===== config.mk =====
export PLATFORM = sky130hd
export DESIGN_NAME = utf8_stream_decoder_unit
export DESIGN_NICKNAME = d
export VERILOG_FILES = /design/src/hdl/utf8d_pkg.sv /design/src/hdl/utf8d_front.sv /design/src/hdl/utf8d_fifo.sv /design/src/hdl/utf8d_back.sv /design/src/hdl/utf8_stream_decoder_unit.sv
export SDC_FILE = /design/constraint.sdc
export NUM_CORES = 1
export LEC_CHECK = 0
export ABC_CLOCK_PERIOD_IN_PS = 9400
export BUFFER_PORTS_ARGS = -buffer_cell sky130_fd_sc_hd__buf_4
export CORE_MARGIN = 2
export CORE_UTILIZATION = 60
export DETAILED_ROUTE_END_ITERATION = 6
export PLACE_DENSITY = 0.78
export SYNTH_ARGS = -nofsm -noshare
export SYNTH_HDL_FRONTEND = slang
export SYNTH_SLANG_ARGS = --single-unit

===== constraint.sdc =====
create_clock -name clk_i -period 9.4 [get_ports clk_i]
set_input_delay 1.88 -clock clk_i [delete_from_list [all_inputs] [get_ports clk_i]]
set_output_delay 1.88 -clock clk_i [all_outputs]
set_load 0.1 [all_outputs]

===== src/hdl/utf8d_pkg.sv =====
`default_nettype none
package utf8d_pkg;

  localparam logic [20:0] REPLACEMENT_CP = 21'h00FFFD;
  localparam logic [20:0] MAX_CP         = 21'h10FFFF;
  localparam logic [20:0] SURR_LO        = 21'h00D800;
  localparam logic [20:0] SURR_HI        = 21'h00DFFF;
  localparam logic [20:0] MIN_CP_LEN2    = 21'h000080;
  localparam logic [20:0] MIN_CP_LEN3    = 21'h000800;
  localparam logic [20:0] MIN_CP_LEN4    = 21'h010000;

  localparam logic [2:0] LEN_NONE = 3'd0;
  localparam logic [2:0] LEN_TWO  = 3'd2;
  localparam logic [2:0] LEN_THREE = 3'd3;
  localparam logic [2:0] LEN_FOUR = 3'd4;

  // One queued entry: rep replacement characters, then optionally cp.
  typedef struct packed {
    logic [1:0]  rep;
    logic        has_cp;
    logic [20:0] cp;
  } cmd_t;

  typedef struct packed {
    logic empty;
    logic full;
  } fifo_status_t;

endpackage
`default_nettype wire


===== src/hdl/utf8d_front.sv =====
`default_nettype none
module utf8d_front (
  input  wire logic              clk_i,
  input  wire logic              rst_ni,
  input  wire logic              accept_i,
  input  wire logic [7:0]        in_byte_i,
  input  wire logic              end_of_text_i,
  output logic                   push_o,
  output utf8d_pkg::cmd_t        cmd_o
);

  logic [2:0]  exp_len_q, exp_len_d;
  logic [1:0]  rcv_cnt_q, rcv_cnt_d;
  logic [20:0] partial_q, partial_d;

  logic        is_cont;
  logic [20:0] acc_val;
  logic [2:0]  next_cnt;
  logic        overlong;
  logic        bad_cp;
  logic [20:0] final_cp;

  always_comb begin
    is_cont  = (in_byte_i[7:6] == 2'b10);
    acc_val  = {partial_q[14:0], in_byte_i[5:0]};
    next_cnt = {1'b0, rcv_cnt_q} + 3'd1;
    overlong = ((exp_len_q == utf8d_pkg::LEN_TWO)   && (acc_val < utf8d_pkg::MIN_CP_LEN2)) ||
               ((exp_len_q == utf8d_pkg::LEN_THREE) && (acc_val < utf8d_pkg::MIN_CP_LEN3)) ||
               ((exp_len_q == utf8d_pkg::LEN_FOUR)  && (acc_val < utf8d_pkg::MIN_CP_LEN4));
    bad_cp   = (acc_val > utf8d_pkg::MAX_CP) ||
               ((acc_val >= utf8d_pkg::SURR_LO) && (acc_val <= utf8d_pkg::SURR_HI));
    final_cp = (overlong || bad_cp) ? utf8d_pkg::REPLACEMENT_CP : acc_val;
  end

  always_comb begin
    logic fresh;
    fresh     = 1'b0;
    exp_len_d = exp_len_q;
    rcv_cnt_d = rcv_cnt_q;
    partial_d = partial_q;
    cmd_o.rep    = 2'd0;
    cmd_o.has_cp = 1'b0;
    cmd_o.cp     = utf8d_pkg::REPLACEMENT_CP;

    if (exp_len_q != utf8d_pkg::LEN_NONE) begin
      if (is_cont) begin
        if (next_cnt >= exp_len_q) begin
          cmd_o.has_cp = 1'b1;
          cmd_o.cp     = final_cp;
          exp_len_d    = utf8d_pkg::LEN_NONE;
          rcv_cnt_d    = 2'd0;
          partial_d    = '0;
        end else if (end_of_text_i) begin
          cmd_o.rep = next_cnt[1:0];
          exp_len_d = utf8d_pkg::LEN_NONE;
          rcv_cnt_d = 2'd0;
          partial_d = '0;
        end else begin
          rcv_cnt_d = next_cnt[1:0];
          partial_d = acc_val;
        end
      end else begin
        // broken sequence: flush pending bytes, then decode this byte anew
        cmd_o.rep = rcv_cnt_q;
        exp_len_d = utf8d_pkg::LEN_NONE;
        rcv_cnt_d = 2'd0;
        partial_d = '0;
        fresh     = 1'b1;
      end
    end else begin
      fresh = 1'b1;
    end

    if (fresh) begin
      if (!in_byte_i[7]) begin
        cmd_o.has_cp = 1'b1;
        cmd_o.cp     = {13'd0, in_byte_i};
      end else if ((in_byte_i[7:5] == 3'b110) || (in_byte_i[7:4] == 4'b1110) ||
                   (in_byte_i[7:3] == 5'b11110)) begin
        if (end_of_text_i) begin
          cmd_o.has_cp = 1'b1;
        end else begin
          rcv_cnt_d = 2'd1;
          if (in_byte_i[7:5] == 3'b110) begin
            exp_len_d = utf8d_pkg::LEN_TWO;
            partial_d = {16'd0, in_byte_i[4:0]};
          end else if (in_byte_i[7:4] == 4'b1110) begin
            exp_len_d = utf8d_pkg::LEN_THREE;
            partial_d = {17'd0, in_byte_i[3:0]};
          end else begin
            exp_len_d = utf8d_pkg::LEN_FOUR;
            partial_d = {18'd0, in_byte_i[2:0]};
          end
        end
      end else begin
        cmd_o.has_cp = 1'b1;
      end
    end
  end

  assign push_o = accept_i && ((cmd_o.rep != 2'd0) || cmd_o.has_cp);

  always_ff @(posedge clk_i or negedge rst_ni) begin
    if (!rst_ni) begin
      exp_len_q <= utf8d_pkg::LEN_NONE;
      rcv_cnt_q <= 2'd0;
      partial_q <= '0;
    end else if (accept_i) begin
      exp_len_q <= exp_len_d;
      rcv_cnt_q <= rcv_cnt_d;
      partial_q <= partial_d;
    end
  end

endmodule
`default_nettype wire


===== src/hdl/utf8d_fifo.sv =====
`default_nettype none
module utf8d_fifo #(
  parameter int unsigned DEPTH = 4
) (
  input  wire logic                clk_i,
  input  wire logic                rst_ni,
  input  wire logic                push_i,
  input  wire utf8d_pkg::cmd_t     push_data_i,
  input  wire logic                pop_i,
  output utf8d_pkg::cmd_t          head_o,
  output utf8d_pkg::fifo_status_t  status_o
);

  localparam int unsigned AW = (DEPTH > 1) ? $clog2(DEPTH) : 1;
  localparam int unsigned CW = $clog2(DEPTH + 1);
  localparam logic [AW-1:0] LAST_IDX = AW'(DEPTH - 1);
  localparam logic [CW-1:0] FULL_CNT = CW'(DEPTH);

  utf8d_pkg::cmd_t mem [DEPTH];
  logic [AW-1:0] wr_ptr_q, rd_ptr_q;
  logic [CW-1:0] cnt_q;

  assign head_o          = mem[rd_ptr_q];
  assign status_o.empty  = (cnt_q == '0);
  assign status_o.full   = (cnt_q == FULL_CNT);

  always_ff @(posedge clk_i) begin
    if (push_i) begin
      mem[wr_ptr_q] <= push_data_i;
    end
  end

  always_ff @(posedge clk_i or negedge rst_ni) begin
    if (!rst_ni) begin
      wr_ptr_q <= '0;
      rd_ptr_q <= '0;
      cnt_q    <= '0;
    end else begin
      if (push_i) begin
        wr_ptr_q <= (wr_ptr_q == LAST_IDX) ? '0 : wr_ptr_q + AW'(1);
      end
      if (pop_i) begin
        rd_ptr_q <= (rd_ptr_q == LAST_IDX) ? '0 : rd_ptr_q + AW'(1);
      end
      if (push_i && !pop_i) begin
        cnt_q <= cnt_q + CW'(1);
      end else if (pop_i && !push_i) begin
        cnt_q <= cnt_q - CW'(1);
      end
    end
  end

endmodule
`default_nettype wire


===== src/hdl/utf8d_back.sv =====
`default_nettype none
module utf8d_back (
  input  wire logic                clk_i,
  input  wire logic                rst_ni,
  input  wire utf8d_pkg::cmd_t     head_i,
  input  wire logic                empty_i,
  output logic                     pop_o,
  output logic                     out_valid_o,
  input  wire logic                out_stall_i,
  output logic [20:0]              code_point_o,
  output logic                     run_last_o
);

  logic        out_valid_q;
  logic [20:0] cp_q;
  logic        last_q;
  logic [1:0]  idx_q;

  logic        load;
  logic [2:0]  total;
  logic [2:0]  idx_next;
  logic        is_last;
  logic [20:0] cur_cp;

  always_comb begin
    total    = {1'b0, head_i.rep} + {2'b00, head_i.has_cp};
    idx_next = {1'b0, idx_q} + 3'd1;
    is_last  = (idx_next == total);
    cur_cp   = (idx_q < head_i.rep) ? utf8d_pkg::REPLACEMENT_CP : head_i.cp;
    load     = !empty_i && (!out_valid_q || !out_stall_i);
  end

  assign pop_o        = load && is_last;
  assign out_valid_o  = out_valid_q;
  assign code_point_o = cp_q;
  assign run_last_o   = last_q;

  always_ff @(posedge clk_i) begin
    if (load) begin
      cp_q   <= cur_cp;
      last_q <= is_last;
    end
  end

  always_ff @(posedge clk_i or negedge rst_ni) begin
    if (!rst_ni) begin
      out_valid_q <= 1'b0;
      idx_q       <= 2'd0;
    end else begin
      if (load) begin
        out_valid_q <= 1'b1;
        idx_q       <= is_last ? 2'd0 : idx_next[1:0];
      end else if (!out_stall_i) begin
        out_valid_q <= 1'b0;
      end
    end
  end

endmodule
`default_nettype wire


===== src/hdl/utf8_stream_decoder_unit.sv =====
// Channel  Direction  Handshake               Payload
// in       input      in_valid_i / in_stall_o   in_byte_i[7:0], end_of_text_i
// out      output     out_valid_o / out_stall_i code_point_o[20:0], run_last_o
//
// One byte is taken per cycle while in_stall_o is low; each byte queues zero to four results.
// The output side drains one result per cycle from the queue while out_stall_i is low.
// in_stall_o rises only when the command queue holds QUEUE_DEPTH entries,
// which happens when the output stalls or multi-result bytes outpace the drain.
// Reset clears the sequence state, the queue and the output valid flag.
`default_nettype none
module utf8_stream_decoder_unit #(
  parameter int unsigned QUEUE_DEPTH = 4
) (
  input  wire logic        clk_i,
  input  wire logic        rst_ni,
  input  wire logic        in_valid_i,
  output logic             in_stall_o,
  input  wire logic [7:0]  in_byte_i,
  input  wire logic        end_of_text_i,
  output logic             out_valid_o,
  input  wire logic        out_stall_i,
  output logic [20:0]      code_point_o,
  output logic             run_last_o
);

  logic                    accept;
  logic                    push;
  logic                    pop;
  utf8d_pkg::cmd_t         cmd;
  utf8d_pkg::cmd_t         head;
  utf8d_pkg::fifo_status_t status;

  assign in_stall_o = status.full;
  assign accept     = in_valid_i && !status.full;

  utf8d_front u_front (
    .clk_i         (clk_i),
    .rst_ni        (rst_ni),
    .accept_i      (accept),
    .in_byte_i     (in_byte_i),
    .end_of_text_i (end_of_text_i),
    .push_o        (push),
    .cmd_o         (cmd)
  );

  utf8d_fifo #(
    .DEPTH (QUEUE_DEPTH)
  ) u_fifo (
    .clk_i       (clk_i),
    .rst_ni      (rst_ni),
    .push_i      (push),
    .push_data_i (cmd),
    .pop_i       (pop),
    .head_o      (head),
    .status_o    (status)
  );

  utf8d_back u_back (
    .clk_i        (clk_i),
    .rst_ni       (rst_ni),
    .head_i       (head),
    .empty_i      (status.empty),
    .pop_o        (pop),
    .out_valid_o  (out_valid_o),
    .out_stall_i  (out_stall_i),
    .code_point_o (code_point_o),
    .run_last_o   (run_last_o)
  );

endmodule
`default_nettype wire

# Yosys cells after proc, flatten, opt, wreduce, memory -nomap -nowiden
# Memory sizes are Yosys's and may differ from the RTL's.
# Cells that the tools add are included.
# word_totals
reg_bits	58
latch_bits	0
ram_bits	96
rom_bits	0
in_bits	13
output_inout_bits	24
mem_count	1
# op_classes
n_addsub	7
multipliers	0
div_mod_pow	0
magnitude_cmp	8
n_eq_ne	12
shifts	0
n_mux	51
n_bitwise	0
reduce_logical	28
# memory_table
memory	depth	word_bits	rd	rd_ports_with_merged_regs	wr	line	text
u_fifo.mem	4	24	1	0	1	utf8d_fifo.sv:19	utf8d_pkg::cmd_t mem [DEPTH];
# op_table
operator	count
2-to-1 mux 21 bit	11
2-to-1 mux 22 bit	3
2-to-1 mux 3 bit	12
2-to-1 mux 2 bit	14
2-to-1 mux 24 bit	1
greater-or-equal comparator 21 x 16 -> 1 bit, second input constant	1
> comparator 21 bit, second input constant	1
less-or-equal comparator 21 x 16 -> 1 bit, second input constant	1
< comparator 21 x 12 -> 1 bit, second input constant	1
< comparator 21 x 17 -> 1 bit, second input constant	1
< comparator 21 x 8 -> 1 bit, second input constant	1
logical AND 1 bit	10
== test 3 bit, second input constant	3
2-to-1 mux 1 bit	9
logical OR 1 bit	8
adder 2 x 1 -> 3 bit, second input constant	2
== test 2 bit, second input constant	3
== test 3 x 2 -> 1 bit, second input constant	2
logical NOT 1 bit	6
== test 5 bit, second input constant	1
adder 2 x 1 -> 2 bit, second input constant	2
== test 4 bit, second input constant	1
2-to-1 mux 4 bit	1
nonzero test 2 bit	2
9 further kinds	9

# Logic depth before layout (Yosys ltp)
# Gate-level depths: netlist (run 1).
# depth
word_depth	19
ltp_mapped	15

# Hierarchy
# From an unflattened synthesis (run 1), not the netlist that was laid out.
# hier_totals
cells_unflattened	363
area_unflattened_um2	6273.5
# by_module_without_submodules
mod	n_inst	cells_each	area_per_inst_um2	seq_area_each_um2
utf8d_fifo	1	163	3921.3	3057.9
utf8d_front	1	129	1282.5	500.5
utf8d_back	1	70	1056.0	735.7
utf8_stream_decoder_unit	1	1	13.8	0.0

# Worst setup path before layout (run 1)
# No wires, ideal clock.
# synth_timing
path_kind	reg-to-output
from	reg u_fifo.cnt_q[0]
to	out in_stall_o
t_arrival_ps	2735
slack_ps	4785
stages_incl_launch_ff	2
n_path_buf	0
path_cell_list	dfrtp_1 -> nor3b_1
# synth_via
elab_chain_len	1
# synth_rtl
item	line	text
start: declaration	utf8d_fifo.sv:21	logic [CW-1:0] cnt_q;
start signal: assignment	utf8d_fifo.sv:46	cnt_q <= cnt_q + CW'(1);
start signal: assignment	utf8d_fifo.sv:48	cnt_q <= cnt_q - CW'(1);
== test 3 bit	utf8d_fifo.sv:25	assign status_o.full = (cnt_q == FULL_CNT);
end: declaration	utf8_stream_decoder_unit.sv:17	output logic in_stall_o,
# No other way between the ends.

# Final worst setup path (run 1)
# layout_timing
from	in out_stall_i
to	reg u_fifo.cnt_q[1]
# layout_via
elab_chain_len	7
word_cells_on_any_way	9
# layout_rtl
item	line	text
start: declaration	utf8_stream_decoder_unit.sv:21	input wire logic out_stall_i,
logical NOT 1 bit (*)	utf8d_back.sv:30	load = !empty_i && (!out_valid_q || !out_stall_i);
logical OR 1 bit (*)	utf8d_back.sv:30	
logical AND 1 bit (*)	utf8d_back.sv:30	
named net u_back.load	utf8d_back.sv:19	logic load;
logical AND 1 bit (*)	utf8d_back.sv:33	assign pop_o = load && is_last;
logical NOT 1 bit	utf8d_fifo.sv:45	if (push_i && !pop_i) begin
logical AND 1 bit	utf8d_fifo.sv:45	
2-to-1 mux 3 bit / nonzero test 2 bit (equally long branches)	-	
# The timed path passes the listed nets; every way through them passes the cells marked *.
# A chain may end at the register's enable or synchronous reset.

==> results.json, run 1 <==
{
  "cts_root_buf": "clkbuf_8",
  "antenna_cells": 0,
  "power_frac_clock_pct": 25.1,
  "crit_type": "input pin to flip-flop",
  "hp-class": "flip-flop to flip-flop",
  "worst_setup_path_start_kind": "input pin",
  "ys_ff_latch": 148,
  "clock-sinks": 148,
  "startpoint": "out_stall_i",
  "vias_per_cell": 6.13,
  "fmax_mhz": 258,
  "nets": 432,
  "post_cts_resize_count": 0,
  "synth_top_cell_by_area": "edfxtp_1",
  "max-cap-violations": 0,
  "rsz0062_at_grt": "no",
  "synth-adder-area-share_pct": 3.17,
  "worst_slew_pin_slew_ns": 1.24,
  "p_comb_share_pct": 38.6,
  "die_x_um": 105,
  "grt_pass1_vias": 3497,
  "p_switching_mw": 1.02,
  "finClkSkew_ns": 0.00715,
  "syn_inst": 356,
  "critPathMaxStageDelay_ns": 0.75,
  "cts_tree": "built",
  "worstPathArrival_ns": 4.28,
  "p_leak_nw": 2.61,
  "synth_top_area_share_pct": 57.5,
  "routed_wl_um": 11800,
  "design.core.area_um2": 9860,
  "place_congestion": 0.817,
  "worstReg2RegStart": "u_fifo.rd_ptr_q[0]",
  "worstSetupEndpointType": "flip-flop",
  "finalCritPeriodShare_pct": 41.2,
  "drt_iter0_drc": 286,
  "synth_xor_area_share_pct": 0.853,
  "grt_start_max_net_pins": 31,
  "async_reset_ff_share_pct": 20.3,
  "rows": 36,
  "via_count": 3373,
  "finalSetupViolations": 0,
  "cts_setup_buffers": 0,
  "drv_slew": 0,
  "grt_overflow": 0,
  "io_buffers": 36,
  "multiInputGateArea_um2": 1740,
  "route.detailed.drc": 0,
  "pwr-share-seq_pct": 36.3,
  "synth_top_family_by_area": "multiplexers",
  "cts.clk_slew.worst_paths_ns": 0.06,
  "synth-seq-area-share_pct": 69.7,
  "htree_num_levels": 4,
  "relSlewSlack_pct": 16.9,
  "dpl.hpwl_um": 7010,
  "synth_area_um2": 6160,
  "synth-edff-count": 118,
  "holdBufCountCts": 0,
  "start_util_pct": 62.4,
  "synth_compound_area_share_pct": 8.41,
  "grt_pass1_wl_um": 19000,
  "io_pins": 37,
  "crit_chain": "buf_4 -> a21o_1 -> inv_1 -> and2_1 -> inv_1 -> ha_1 -> inv_1 -> fa_1 -> mux2_2",
  "regArea_um2": 4290,
  "yosys-top-cells-count": "118 x edfxtp_1, 30 x dfrtp_1, 24 x mux4_2",
  "drtPass1Iterations": 5,
  "syn_area_per_cell_um2": 17.3,
  "powerDensity_nw_per_um2": 376,
  "antenna_found_initial": 0,
  "power.total_mw": 2.70,
  "synth_ff_type": "edfxtp_1",
  "synth-simple-area-share_pct": 6.08,
  "post-route-min-period_ns": 3.87,
  "vdd_drop_max_mv": 0.245,
  "intPower_mw": 1.68,
  "syn_nets": 384,
  "insertion_delay_ns": 0.52,
  "die_y_um": 105,
  "crit_path_top_delay_cell": "inv_1",
  "synth_warnings": 0,
  "switching_share_pct": 37.8,
  "drive_gt1_share_pct": 30.5,
  "ant_nets": 0,
  "avgRoutedWirePerCell_um": 21.5,
  "area_delta_synth_final_pct": 16.7,
  "critical_path.max_fanout": 24,
  "cp_common_cell": "inv_1",
  "fillers": 588,
  "status": "finished, final reports clean",
  "hold_viol": 0,
  "die_area_um2": 11100,
  "synth.mux.area_fraction_pct": 9.69,
  "crit_required_ns": 9.80,
  "synth_area_leaders": "edfxtp_1 58%, dfrtp_1 12%, mux4_2 8.8%",
  "synthDistinctLibCells": 45,
  "cts-buffers-inserted": 17,
  "holdCritStartpoint": "u_fifo.cnt_q[2]",
  "grt_use_total_pct": 23.4,
  "clockBufferDepth": 2,
  "fin_tns_setup_ns": 0,
  "yosysMostFrequentCell": "edfxtp_1"
}
## placed cells by master (no fill, tap or decap), types with 4 or more instances in the layout
cell	Yosys	routed
o21ai_0	5	5
and2_1	5	5
a21o_1	10	10
bufinv_16	0	4
dfrtp_1	30	30
edfxtp_1	118	118
xor2_1	4	4
nor3_1	6	5
or2_2	15	15
ha_1	14	14
clkbuf_16	0	16
mux2_2	5	5
buf_4	0	44
nor2b_1	8	8
inv_1	13	13
o21a_1	9	9
a32o_1	4	4
a21oi_1	5	5
nand2b_1	4	4
nand2_1	10	10
mux4_2	24	24
nor2_1	11	11
a22o_1	14	14
## metrics by stage
| stage | setup WS (ns) | area [um2] | std cells | hold WS [ns] | util (%) |
|---|---|---|---|---|---|
| after floorplan | 4.78 | 6160 | 356 | 0.456 | - |
| after global placement | 5.00 | 6580 | 518 | 0.481 | 66.7 |
| after detailed placement | 4.92 | 6580 | 518 | 0.483 | 66.7 |
| after CTS | 5.47 | 7180 | 550 | 0.521 | 72.8 |
| after global routing | 5.31 | 7180 | 550 | 0.531 | 72.8 |
| final | 5.53 | 7180 | 550 | 0.515 | 72.8 |
## power by group through the flow
stage	registers (mW)	clock network [mW]	logic, mW
floorplan	1.32	0	0.481
global placement	0.981	0	1.02
detailed placement	0.990	0	1.04
CTS	0.982	0.685	1.05
global route	0.996	0.715	1.11
finish	0.982	0.678	1.04
## logic make-up after synthesis
logic type / count (synthesis)
AOI/OAI and AO/OA: 62
adders and majority gates: 15
DFF: 148
xor gates and xnor gates: 6
buffers and inverters: 28
and+or+nand+nor: 68
muxes: 29
## layout make-up
cell class | count | area share [%]
clock buffers | 17 | 5.77
multi-input cells | 180 | 24.2
inverters | 13 | 0.679
flip-flops and latches | 148 | 59.8
clock inverters | 15 | 2.61
repair buffers | 44 | 4.60
well taps | 133 | 2.32
## layer usage
layer / track usage (%) / part of all wire (%) / up-vias
met5: 0 / 0 / -
met4: 10.3 / 3.0 / 0
met3: 5.01 / 5.7 / 31
met2: 38.0 / 51 / 135
met1: 30.6 / 41 / 1715
li1: - / - / 1492
## flip-flops by register name, summed over array words and instances (netlist names)
signal and cells:
u_fifo.mem 96, u_back.code_point_o 21, u_front.partial_q 15, u_fifo.cnt_q 3, u_front.exp_len_q 3, u_back.idx_q 2
u_fifo.rd_ptr_q 2, u_fifo.wr_ptr_q 2, u_front.rcv_cnt_q 2, u_back.out_valid_o 1, u_back.run_last_o 1
## critical path, delay by kind of cell
kind / cells / cell delay [ns]
AO/OA/AOI/OAI: 1 / 0.21
adder cells (fa/ha/maj): 2 / 0.61
multiplexers: 1 / 0.27
AND/OR/NAND/NOR: 1 / 0.30
buffers and inverters: 4 / 1.00
## worst paths after layout
check                      slack, ns  cells past startpoint               endpoint
setup reg to reg                5.57                     12        u_fifo.cnt_q[1]
max in group asynchronous       7.83                      1  u_front.partial_q[10]
hold / removal                  0.51                      1        u_fifo.cnt_q[2]
min in group asynchronous       1.28                      1        u_fifo.cnt_q[0]
setup / recovery                5.53                      9        u_fifo.cnt_q[1]
hold reg to reg                 0.51                      1        u_fifo.cnt_q[2]
(Power assumes the default switching activity.)
==> run 2, diff against run 1 <==
- ABC_CLOCK_PERIOD_IN_PS: 9400 -> 3200
- CORE_UTILIZATION: 60 -> 54
- PLACE_DENSITY: 0.78 -> 0.74
- clock period: 9.4 -> 3.2 ns (I/O delays scaled with it)
==> run 2 against run 1 <==
Effect of this change: non-clock buffer count up 12; clock skew grew 0.00096 ns; clock power grew to 2.8 times the previous value; worst hold slack lost 0.37 ns; core utilization is 5.9 points lower; cell count grew 3.5%; via count down 0.74%; first-iteration DRC count increased by 14%.
==> results.json, run 2 (synthesis results as in run 1) <==
{
  "status": "finished, final reports clean",
  "vdd_drop_max_mv": 0.668,
  "finalCritPeriodShare_pct": 93.5,
  "fin_util_pct": 66.9,
  "ant_nets": 0,
  "largest_reg_flops": 96,
  "worstSetupEndpointType": "flip-flop",
  "avgRoutedWirePerCell_um": 20.2,
  "p_leak_nw": 2.67,
  "place_congestion": 0.925,
  "worst_setup_path_start_kind": "flip-flop",
  "antenna_found_initial": 0,
  "io_buffers": 36,
  "cts-buffers-inserted": 17,
  "grt_use_total_pct": 20.2,
  "final_common_cell": "edfxtp_1",
  "grt_pass1_vias": 3551,
  "critical_path.max_fanout": 4,
  "via_count": 3348,
  "routed_wl_um": 11500,
  "post-route-min-period_ns": 2.99,
  "crit_required_ns": 3.54,
  "finalSetupViolations": 0,
  "crit_type": "flip-flop to flip-flop",
  "fin_tns_setup_ns": 0,
  "start_util_pct": 56.1,
  "relSlewSlack_pct": 32.4,
  "finClkSkew_ns": 0.00811,
  "drtPass1Iterations": 4,
  "drive_gt1_share_pct": 34.0,
  "hold_viol": 0,
  "grt_overflow": 0,
  "dpl.hpwl_um": 7150,
  "cts_root_buf": "clkbuf_16",
  "final_cell_mix": "118 x edfxtp_1, 52 x buf_4, 28 x dfrtp_1",
  "fillers": 739,
  "max-cap-violations": 0,
  "antenna_cells": 0,
  "area_delta_synth_final_pct": 19.3,
  "regMostFlops": "u_fifo.mem",
  "fmax_mhz": 334,
  "design.core.area_um2": 11000,
  "power.total_mw": 8.04,
  "worstPathArrival_ns": 3.33,
  "clock-sinks": 148,
  "drt_iter0_drc": 326,
  "insertion_delay_ns": 0.42,
  "nets": 444,
  "route.detailed.drc": 0,
  "die_area_um2": 12300,
  "rows": 38,
  "grt_start_max_net_pins": 31,
  "vias_per_cell": 5.88,
  "cts.clk_slew.worst_paths_ns": 0.06,
  "clockBufferDepth": 2,
  "grt_pass1_wl_um": 18900,
  "cts_tree": "built",
  "hp-class": "input pin to async pin",
  "die_x_um": 111,
  "powerDensity_nw_per_um2": 1090,
  "die_y_um": 111,
  "htree_num_levels": 4,
  "worst_slew_pin_slew_ns": 1.00,
  "drv_slew": 0,
  "io_pins": 37
}
## run 2: path summary, 6_finish.rpt
path                                       to  cells after the start  slack (ns)          startpoint
hold reg to reg               u_fifo.cnt_q[2]                      1        0.50     u_fifo.cnt_q[2]
hold / removal             u_fifo.wr_ptr_q[0]                      1        0.15              rst_ni
min in group clk_i         u_back.out_valid_o                      3        0.43         out_stall_i
setup / recovery              u_fifo.cnt_q[2]                     13        0.21  u_fifo.rd_ptr_q[0]
max in group asynchronous  u_fifo.rd_ptr_q[0]                      1        2.73              rst_ni
setup reg to reg              u_fifo.cnt_q[2]                     13        0.21  u_fifo.rd_ptr_q[0]
## run 2: layout make-up
cell class / count / area (um2) / area share (%)
multi-input cells: 180 / 1770 / 24.2
repair buffers: 56 / 470 / 6.40
well taps: 140 / 175 / 2.38
clock buffers: 18 / 429 / 5.84
clock inverters: 14 / 151 / 2.06
flip-flops and latches: 148 / 4300 / 58.5
inverters: 13 / 48.8 / 0.664
## run 2: power breakdown
part | total [mW] | internal [mW] | switching (mW) | leakage [nW]
combinational | 3.24 | 1.17 | 2.07 | 0.934
clock | 1.93 | 1.15 | 0.776 | 0.271
sequential | 2.87 | 2.67 | 0.203 | 1.46
## run 2: metal layers
| metal | GRT usage, % | routed length, um | vias to the layer above |
|---|---|---|---|
| li1 | - | - | 1514 |
| met1 | 24.5 | 4700 | 1707 |
| met2 | 34.7 | 6000 | 109 |
| met3 | 4.48 | 622 | 18 |
| met4 | 9.17 | 171 | 0 |
| met5 | 0 | 0 | - |
## run 2: repair_timing
item                       in CTS  in global routing
buffers inserted                0                  4
gates resized for setup         0                  5
setup endpoints to repair       0                  2
hold buffers                    0                  0
## run 2: stage by stage
step                      worst slack (ns)  hold slack, ns  cell area, um2  cells
after global placement               0.154           0.474            6710    533
after global routing              -0.00318           0.178            7350    569
after CTS                           0.0606           0.152            7290    565
after detailed placement            0.0884           0.488            6710    533
final                                0.209           0.149            7350    569
after floorplan                     0.0107           0.344            6190    356
## run 2: worst max-delay path, cell delays in order (launching register included)
cell and delay, ns:
dfrtp_2 0.41, mux4_2 0.51, ha_1 0.21, ha_1 0.28
xor2_1 0.18, nor3_2 0.07, and2_4 0.15, inv_1 0.09
ha_4 0.14, inv_1 0.05, fa_1 0.37, xor2_1 0.17
nor2_1 0.14, xor2_1 0.15
